<file path="src/bved_pkg.sv">
`timescale 1ns / 1ps
`default_nettype none

package bved_pkg;

	// item kinds carried on the input tuser
	localparam logic [1:0] ACT_LOAD = 2'd0;
	localparam logic [1:0] ACT_RUN  = 2'd1;
	localparam logic [1:0] ACT_READ = 2'd2;

	// configuration register indexes
	localparam int CFG_IDX_W  = 3;
	localparam int CFG_DATA_W = 8;
	localparam logic [CFG_IDX_W-1:0] CFG_OP_MODE    = 3'd0;
	localparam logic [CFG_IDX_W-1:0] CFG_PASS_COUNT = 3'd1;
	localparam logic [CFG_IDX_W-1:0] CFG_X_ENABLE   = 3'd2;
	localparam logic [CFG_IDX_W-1:0] CFG_Y_ENABLE   = 3'd3;
	localparam logic [CFG_IDX_W-1:0] CFG_Z_ENABLE   = 3'd4;
	localparam logic [CFG_IDX_W-1:0] CFG_SIZE_X     = 3'd5;
	localparam logic [CFG_IDX_W-1:0] CFG_SIZE_Y     = 3'd6;
	localparam logic [CFG_IDX_W-1:0] CFG_SIZE_Z     = 3'd7;

	// register field widths
	localparam int PASS_W   = 8;
	localparam int SIZE_XY_W = 7;
	localparam int SIZE_Z_W = 5;
	localparam int INDEX_W  = 16;

	// operating modes
	localparam logic MODE_DILATE = 1'b0;
	localparam logic MODE_ERODE  = 1'b1;

	// voxel slots visited per voxel: self first, then the six face neighbors
	localparam int SLOT_W = 3;
	localparam logic [SLOT_W-1:0] SLOT_SELF = 3'd0;
	localparam logic [SLOT_W-1:0] SLOT_XM   = 3'd1;
	localparam logic [SLOT_W-1:0] SLOT_XP   = 3'd2;
	localparam logic [SLOT_W-1:0] SLOT_YM   = 3'd3;
	localparam logic [SLOT_W-1:0] SLOT_YP   = 3'd4;
	localparam logic [SLOT_W-1:0] SLOT_ZM   = 3'd5;
	localparam logic [SLOT_W-1:0] SLOT_ZP   = 3'd6;

	typedef struct packed {
		logic x;
		logic y;
		logic z;
	} axis_en_t;

endpackage

`default_nettype wire

</file>
<file path="src/bved_nbr.sv">
`timescale 1ns / 1ps
`default_nettype none

module bved_nbr
	import bved_pkg::*;
#(
	parameter int AW  = 16,
	parameter int SXW = 7,
	parameter int SYW = 7,
	parameter int SZW = 5,
	parameter int PW  = 13
) (
	input  wire logic [SLOT_W-1:0] slot,
	input  wire logic [AW-1:0]     center,
	input  wire logic [SXW-1:0]    pos_x,
	input  wire logic [SYW-1:0]    pos_y,
	input  wire logic [SZW-1:0]    pos_z,
	input  wire logic [SXW-1:0]    ext_x,
	input  wire logic [SYW-1:0]    ext_y,
	input  wire logic [SZW-1:0]    ext_z,
	input  wire logic [PW-1:0]     plane,
	input  wire axis_en_t          axis_en,
	output logic                   valid,
	output logic [AW-1:0]          addr
);

	logic [AW-1:0] offset;
	logic          subtract;

	// one shared add/subtract forms every neighbor address
	always_comb begin
		offset   = '0;
		subtract = 1'b0;
		valid    = 1'b0;
		case (slot)
			SLOT_SELF: begin
				valid = 1'b1;
			end
			SLOT_XM: begin
				offset   = AW'(1);
				subtract = 1'b1;
				valid    = axis_en.x && (pos_x != '0);
			end
			SLOT_XP: begin
				offset = AW'(1);
				valid  = axis_en.x && ((SXW+1)'(pos_x) + (SXW+1)'(1) < (SXW+1)'(ext_x));
			end
			SLOT_YM: begin
				offset   = AW'(ext_x);
				subtract = 1'b1;
				valid    = axis_en.y && (pos_y != '0);
			end
			SLOT_YP: begin
				offset = AW'(ext_x);
				valid  = axis_en.y && ((SYW+1)'(pos_y) + (SYW+1)'(1) < (SYW+1)'(ext_y));
			end
			SLOT_ZM: begin
				offset   = AW'(plane);
				subtract = 1'b1;
				valid    = axis_en.z && (pos_z != '0);
			end
			SLOT_ZP: begin
				offset = AW'(plane);
				valid  = axis_en.z && ((SZW+1)'(pos_z) + (SZW+1)'(1) < (SZW+1)'(ext_z));
			end
			default: begin
				valid = 1'b0;
			end
		endcase
		addr = subtract ? (center - offset) : (center + offset);
	end

endmodule

`default_nettype wire

</file>
<file path="config.mk">
export PLATFORM = sky130hd
export DESIGN_NAME = bved_nbr
export DESIGN_NICKNAME = d
export VERILOG_FILES = /design/src/bved_pkg.sv /design/src/bved_nbr.sv
export SDC_FILE = /design/constraint.sdc
export NUM_CORES = 1
export LEC_CHECK = 0
export BUFFER_PORTS_ARGS = -buffer_cell sky130_fd_sc_hd__buf_2
export CELL_PAD_IN_SITES_DETAIL_PLACEMENT = 1
export CELL_PAD_IN_SITES_GLOBAL_PLACEMENT = 1
export CORE_MARGIN = 2
export CORE_UTILIZATION = 38
export DETAILED_ROUTE_END_ITERATION = 16
export GPL_TIMING_DRIVEN = 0
export PLACE_DENSITY_LB_ADDON = 0.15
export SLEW_MARGIN = 20
export SYNTH_ARGS = -nofsm -noshare
export SYNTH_HDL_FRONTEND = slang
export SYNTH_SLANG_ARGS = --single-unit
</file>
<file path="constraint.sdc">
create_clock -name vclk -period 13.52
set_clock_uncertainty 0.1 [all_clocks]
set_input_delay 4.056 -clock vclk [all_inputs]
set_output_delay 4.056 -clock vclk [all_outputs]
set_load 0.02 [all_outputs]
</file>
# Word level (Yosys, flattened, before mapping)
# Index checks and enable logic that the tools add are counted.
# classes
n_lt_le_gt_ge	3
reduce_logical	14
n_eq_ne	6
add_sub_neg	5
muxes	4
# op_table
cell	n
$pmux W13 S3	1
$add A16 B16 Y16	1
$add A7 B1 Y8 const B	2
$lt A8 B7 Y1	2
$mux W16	1
$sub A16 B16 Y16	1
$reduce_bool A7 Y1	2
$eq A3 B3 Y1 const B	3
$pmux W1 S7	1
$add A5 B1 Y6 const B	1
$eq A3 B2 Y1 const B	2
$logic_and A1 B1 Y1	6
$lt A6 B5 Y1	1
$reduce_or A2 Y1	3
$reduce_bool A5 Y1	1
$eq A3 B1 Y1 const B	1
$logic_not A3 Y1	1
$reduce_or A3 Y1	1
$mux W1	1
# word_totals
inputBits	73
out_inout_bits	17
reg_bits	0

# Longest topological paths before layout
# Gate-level depths: netlist of the first run.
# depth
ltp_word	5
mapped_depth	20
ltp_nobuf	17

# Worst setup path before layout of the first run
# OpenSTA, ideal clock, no wires.
# synth_path
path_kind	input-to-output
from	input slot[1]
to	output addr[15]
path_stages	18
slack_ps	2128
t_required_ps	9364
arrival_ps	7236
cell_sequence	buf_2 buf_4 buf_2 a211oi_1 a31oi_1 and3_1 inv_1 ha_1 inv_1 o31ai_1 xor2_1 ha_1 o211ai_1 a21oi_1 o41ai_1 o31a_1 o31ai_1 xnor2_1
# synth_between
elab_chain_cells	5
elab_cells_between_ends	15
classes_between	add/sub (2); eq/ne (6); mux (3); reduce/logical (4)
# synth_rtl
item	line	source
start, declared	bved_nbr.sv:13	input wire logic [SLOT_W-1:0] slot,
$eq A3 B3 Y1 (tied with other cells)	bved_nbr.sv:35	case (slot)
$reduce_or A2 Y1 (no source line)	n/a	
$pmux W13 S3	bved_nbr.sv:35	
$add A16 B16 Y16 or $sub A16 B16 Y16 (tied branches)	bved_nbr.sv:70	addr = subtract ? (center - offset) : (center + offset);
$mux W16 *	bved_nbr.sv:70	
end, declared	bved_nbr.sv:24	output logic [AW-1:0] addr
# Every way passes the cells marked *; elsewhere a longest branch is shown, timed or not.

# Final worst setup path of the first run
# Same ends and word-level chain as after synthesis.

==> results of run 1 <==
-- power groups by stage --
stage | Combinational, µW | Sequential, µW | Clock [µW]
2_1_floorplan | 122 | 0 | 0
3_3_place_gp | 173 | 0 | 0
3_5_place_dp | 180 | 0 | 0
4_1_cts | 181 | 0 | 0
5_1_grt | 200 | 0 | 0
6_report | 180 | 0 | 0
-- cell type report --
cell class	instances	area [µm²]
fillers	800	2810
multi-input cells	272	2030
repair buffers	89	445
inverters	33	124
well taps	72	90.1
plain buffers	11	72.6
-- Yosys cell counts (3+ instances only) --
library cell  count
ha_1             38
inv_1            33
nand2_1          31
xnor2_1          22
nor2_1           20
a21oi_1          19
o21ai_0          16
nand3_1          15
xor2_1           11
nand2b_1          9
nand4b_1          8
mux2i_1           6
o31ai_1           6
and3_1            5
a211oi_1          4
a21boi_0          4
a31oi_1           4
buf_2             4
nand3b_1          4
buf_4             3
nand4_1           3
nor3_1            3
-- metrics by stage --
stage / total power (µW) / instance area (µm²) / cells
after floorplan: 122 / 2220 / 316
after global placement: 173 / 2760 / 477
after detailed placement: 180 / 2760 / 477
after CTS: 181 / 2760 / 477
after global routing: 200 / 2760 / 477
final: 180 / 2760 / 477
-- worst max path at each step --
stage / from / endpoint / slack, ns / depth (start not counted)
after floorplan: slot[1] / addr[15] / 2.13 / 18
after global placement: slot[1] / addr[12] / 1.70 / 18
after detailed placement: slot[1] / addr[15] / 1.59 / 19
after CTS: slot[1] / addr[15] / 1.58 / 19
after global routing: slot[1] / addr[15] / 1.22 / 21
final: slot[1] / addr[15] / 1.58 / 19
-- cells by family after synthesis --
family | Yosys count | synth area share [%]
fa+ha+maj | 39 | 22.3
simple gates | 111 | 26.5
mux | 7 | 3.21
buf+inv | 44 | 8.83
xor+xnor | 33 | 13.0
compound gates | 82 | 26.2
-- layer usage --
| layer | share of wire [%] | vias up | wire length [µm] | track usage (%) |
|---|---|---|---|---|
| met3 | 4.9 | 4 | 344 | 1.46 |
| met1 | 44 | 1268 | 3060 | 26.6 |
| met2 | 51 | 65 | 3530 | 43.1 |
| met5 | 0 | - | 0 | 0 |
| li1 | - | 1337 | - | - |
| met4 | 0.30 | 0 | 21 | 1.02 |
-- critical path, stage by stage --
cell	delay, ns
buf_2	0.15
buf_4	0.19
buf_2	0.19
a211oi_1	0.18
a31oi_1	0.09
and3_1	0.21
inv_1	0.06
ha_1	0.15
inv_1	0.05
o31ai_1	0.28
xor2_1	0.21
ha_1	0.32
o211ai_1	0.12
a21oi_1	0.09
o41ai_1	0.68
o31a_1	0.27
o31ai_1	0.10
xnor2_1	0.19
buf_2	0.19
==> results.md, run 1 <==
* Status: completed
* Number of global-route vias before repair at 2673
* Mapped Cells at between 300 and 400
* Dpl hpwl at roughly 6000 µm
* HP Start: center[0]
* Sequential area share after synthesis at 0%
* Pwr dens at 65.1 nW/µm²
* Mapped Area at 2220 µm²
* Top Ports at 90
* Nets at 519
* Hold Path Stages at 5
* Max Slew Vio Count at 0
* Seq cells at 0
* P_int at 72.8 µW
* Synth area leader: ha_1
* Most frequent cells in the layout: buf_2, ha_1, inv_1
* Type of the worst setup path: input pin to primary output
* Initial antenna violation count at 0
* Largest net degree at the start of global routing at 11
* Initial Utilization at 39.9%
* Final worst path period need at 11.94 ns
* Crit path DAT at 7.78 ns
* Commonest non-fill, non-tap cell in the layout: buf_2
* First-pass GRT wire length at about 12000 µm
* Yosys cell types at 55
* First-pass DRT Iterations at 4
* I/O Buffers at 89
* Final hold violation count at 0
* Worst-margin pin slew at 0.731 ns
* Top area cells in the synthesized netlist: ha_1, xnor2_1, inv_1
* Total net switching power at roughly 110 µW
* Seq pwr share at 0%
* CP Data Required Time at 9.36 ns
* CP max FO at 10
* CP Launch Type: input pin
* Die Footprint at 6480 µm²
* Setup WS post-layout at 1.58 ns
* Post-DR wirelength/cell at about 15 µm
* Post-route DRC at 0
* RSZ-0062 raised after global routing: false
* Final Hold Slack at 8.46 ns
* Final Wtd Congestion at 0.817
* CP endpoint kind: primary output
* Setup Buffers After CTS at 0
* DP Worst Slack at 1.59 ns
* Final core occ at 49.5%
* CTS Hold Bufs at 0
* Final setup viols at 0
* TNS Setup at 0 ns
* Final wirelength at around 7000 µm
* Period utilization at 88.3%
* Share of cells above drive strength 1 at 27.2%
* Worst hold endpoint: addr[0]
* Initial DRC Count at 127
* Hold Crit Class: input pin to primary output
* ANT nets after route at 0
* Row count at 27
* Die X at 80.5 µm
* Synth Net Count at about 430
* Max Cap Viol at 0
* P_leak at 0.00139 µW
* Post-synth top area share at 21.4%
* Clock buf count at 0
* Die height at between 80 and 90 µm
* Diode count at 0
* Register Area at 0 µm²
* GRT Overall Usage at 21.8%
* Gate power share at 100.0%
* Core region area at 5570 µm²
* Worst slew margin at 50.6%
* Synth Area per Inst at roughly 7.0 µm²
* Post-cts sizing count at 0
* Area delta synth->final at 24.1%
* YS warnings at 0
* DR vias at 2674
* Via/cell ratio at around 5.6
* Peak VDD IR at between 0.05 and 0.06 mV
* GRT overflow at 0
* Clock power frac at 0%
* Fmax at 0.0838 GHz
* Switch share at 59.5%
No activity file was read; power rests on OpenSTA's default activity.
==> run 2, diff against run 1 <==
- PLACE_DENSITY: unset -> 0.95
- PLACE_DENSITY_LB_ADDON: 0.15 -> unset
==> results.md, run 2 (synthesized netlist as in run 1, its figures left out) <==
* GRT overflow at 0 (unchanged)
* Clock buf count at 0 (unchanged)
* HP Start: center[15] (was center[0])
* GRT Overall Usage at 20.8% (was 21.8%)
* Cell mode on critical path: buf_2 (unchanged)
* Worst hold endpoint: addr[15] (was addr[0])
* Hold Crit Class: input pin to primary output (unchanged)
* Seq cells at 0 (unchanged)
* Type of the worst setup path: input pin to primary output (unchanged)
* Seq pwr share at 0% (about the same)
* Largest stage delay, worst path at 0.64 ns (was 0.68 ns)
* Multi-input gate area at 2030 µm² (unchanged)
* Gate power share at 100.0% (about the same)
* Register Area at 0 µm² (unchanged)
* Largest net degree at the start of global routing at 11 (unchanged)
* Status: completed (unchanged)
* ANT nets after route at 0 (unchanged)
* Fillers at 775 (was 800)
* Clock power frac at 0% (about the same)
* Diode count at 0 (unchanged)
* Crit path DAT at 7.75 ns (was 7.78 ns)
* DP Worst Slack at 1.59 ns (about the same)
* TNS Setup at 0 ns (unchanged)
* Max Cap Viol at 0 (unchanged)
* Initial Utilization at 39.9% (unchanged)
* CP Data Required Time at 9.36 ns (about the same)
* CP max FO at 10 (unchanged)
* Switch share at 59.0% (was 59.5%)
* Post-cts sizing count at 0 (unchanged)
* Via/cell ratio at 5.49 (was 5.61)
* Number of global-route vias before repair at 2586 (was 2673)
* Final Hold Slack at 8.44 ns (was 8.46 ns)
* Power consumption at 177 µW (was 180 µW)
* Post-route DRC at 0 (unchanged)
* Setup Buffers After CTS at 0 (unchanged)
* Dpl hpwl at 6160 µm (was 6100 µm)
* Commonest non-fill, non-tap cell in the layout: buf_2 (unchanged)
* Fin cells at 477 (unchanged)
* Top Ports at 90 (unchanged)
* CP Launch Type: input pin (unchanged)
* Post-DR wirelength/cell at 14.5 µm (was 14.6 µm)
* Worst slew margin at 53.6% (was 50.6%)
* Row count at 27 (unchanged)
* Area delta synth->final at 24.1% (unchanged)
* Worst-margin pin slew at 0.687 ns (was 0.731 ns)
* Die Footprint at 6480 µm² (unchanged)
* Max Slew Vio Count at 0 (unchanged)
* First-pass DRT Iterations at 5 (was 4)
* I/O Buffers at 89 (unchanged)
* Die height at 80.5 µm (unchanged)
* Crit path cell chain: buf_2 > buf_4 > buf_2 > a211oi_1 > a31oi_1 > and3_1 > inv_1 > ha_1 > inv_1 > o31ai_1 > xor2_1 > ha_1 > o211ai_1 > a21oi_1 > o41ai_1 > o31a_1 > o31ai_1 > xnor2_1 > buf_2 (unchanged)
* Final hold violation count at 0 (unchanged)
* Period utilization at 88.1% (was 88.3%)
* Most frequent cells in the layout: buf_2, ha_1, inv_1 (unchanged)
* CP endpoint kind: primary output (unchanged)
* Final wirelength at 6900 µm (was 6960 µm)
* Final setup viols at 0 (unchanged)
* DR vias at 2621 (was 2674)
* Final worst path period need at 11.91 ns (was 11.94 ns)
* Initial antenna violation count at 0 (unchanged)
* Slowest stage cell, crit path: o41ai_1 (unchanged)
* Peak VDD IR at 0.0418 mV (was 0.0526 mV)
* Die X at 80.5 µm (unchanged)
* P_leak at 0.00139 µW (unchanged)
* Final Wtd Congestion at 0.850 (was 0.817)
* First-pass GRT wire length at 11300 µm (was 11800 µm)
* Initial DRC Count at 93 (was 127)
* Pwr dens at 64.1 nW/µm² (was 65.1 nW/µm²)
* CTS Hold Bufs at 0 (unchanged)
* Setup WS post-layout at 1.61 ns (was 1.58 ns)
* Hold Path Stages at 4 (was 5)
* Placed Cells at 477 (unchanged)
* Total net switching power at 104 µW (was 107 µW)
* Core region area at 5570 µm² (unchanged)
* RSZ-0062 raised after global routing: false (unchanged)
* Share of cells above drive strength 1 at 27.2% (unchanged)
* Nets at 519 (unchanged)
* Fmax at 0.0840 GHz (was 0.0838 GHz)
* P_int at 72.4 µW (was 72.8 µW)
run 2: stage by stage:
step                      area [µm²]  util (%)
after global routing            2760      49.5
after floorplan                 2220         -
after detailed placement        2760      49.5
after global placement          2760      49.5
final                           2760      49.5
after CTS                       2760      49.5
run 2: area by class of cell:
class	instances	area share [%]
Multi-Input combinational cell	272	73.5
Timing Repair Buffer	89	16.1
Inverter	33	4.49
Tap cell	72	3.26
Buffer	11	2.63
run 2: worst max-delay path: cells and delay by family:
kind	cells	cell delay, ns
simple gates	1	0.22
xor+xnor	2	0.36
fa+ha+maj	2	0.46
buf+inv	6	0.82
compound gates	8	1.83
run 2: worst max-delay path by stage:
| stage | start | end |
|---|---|---|
| after floorplan | slot[1] | addr[15] |
| after global placement | slot[1] | addr[12] |
| after detailed placement | slot[1] | addr[15] |
| after CTS | slot[1] | addr[15] |
| after global routing | slot[1] | addr[13] |
| final | slot[1] | addr[15] |
run 2: routing by layer:
metal,vias to the layer above,wire length (µm),track usage (%)
met5,-,0,0
met3,8,355,2.13
met4,0,78,2.20
met1,1206,3000,26.3
li1,1337,-,-
met2,70,3480,38.8
run 2: power groups by stage:
| stage | registers [µW] | logic [µW] | clock network [µW] |
|---|---|---|---|
| 5_1_grt | 0 | 196 | 0 |
| 3_3_place_gp | 0 | 171 | 0 |
| 2_1_floorplan | 0 | 122 | 0 |
| 4_1_cts | 0 | 178 | 0 |
| 6_report | 0 | 177 | 0 |
| 3_5_place_dp | 0 | 178 | 0 |
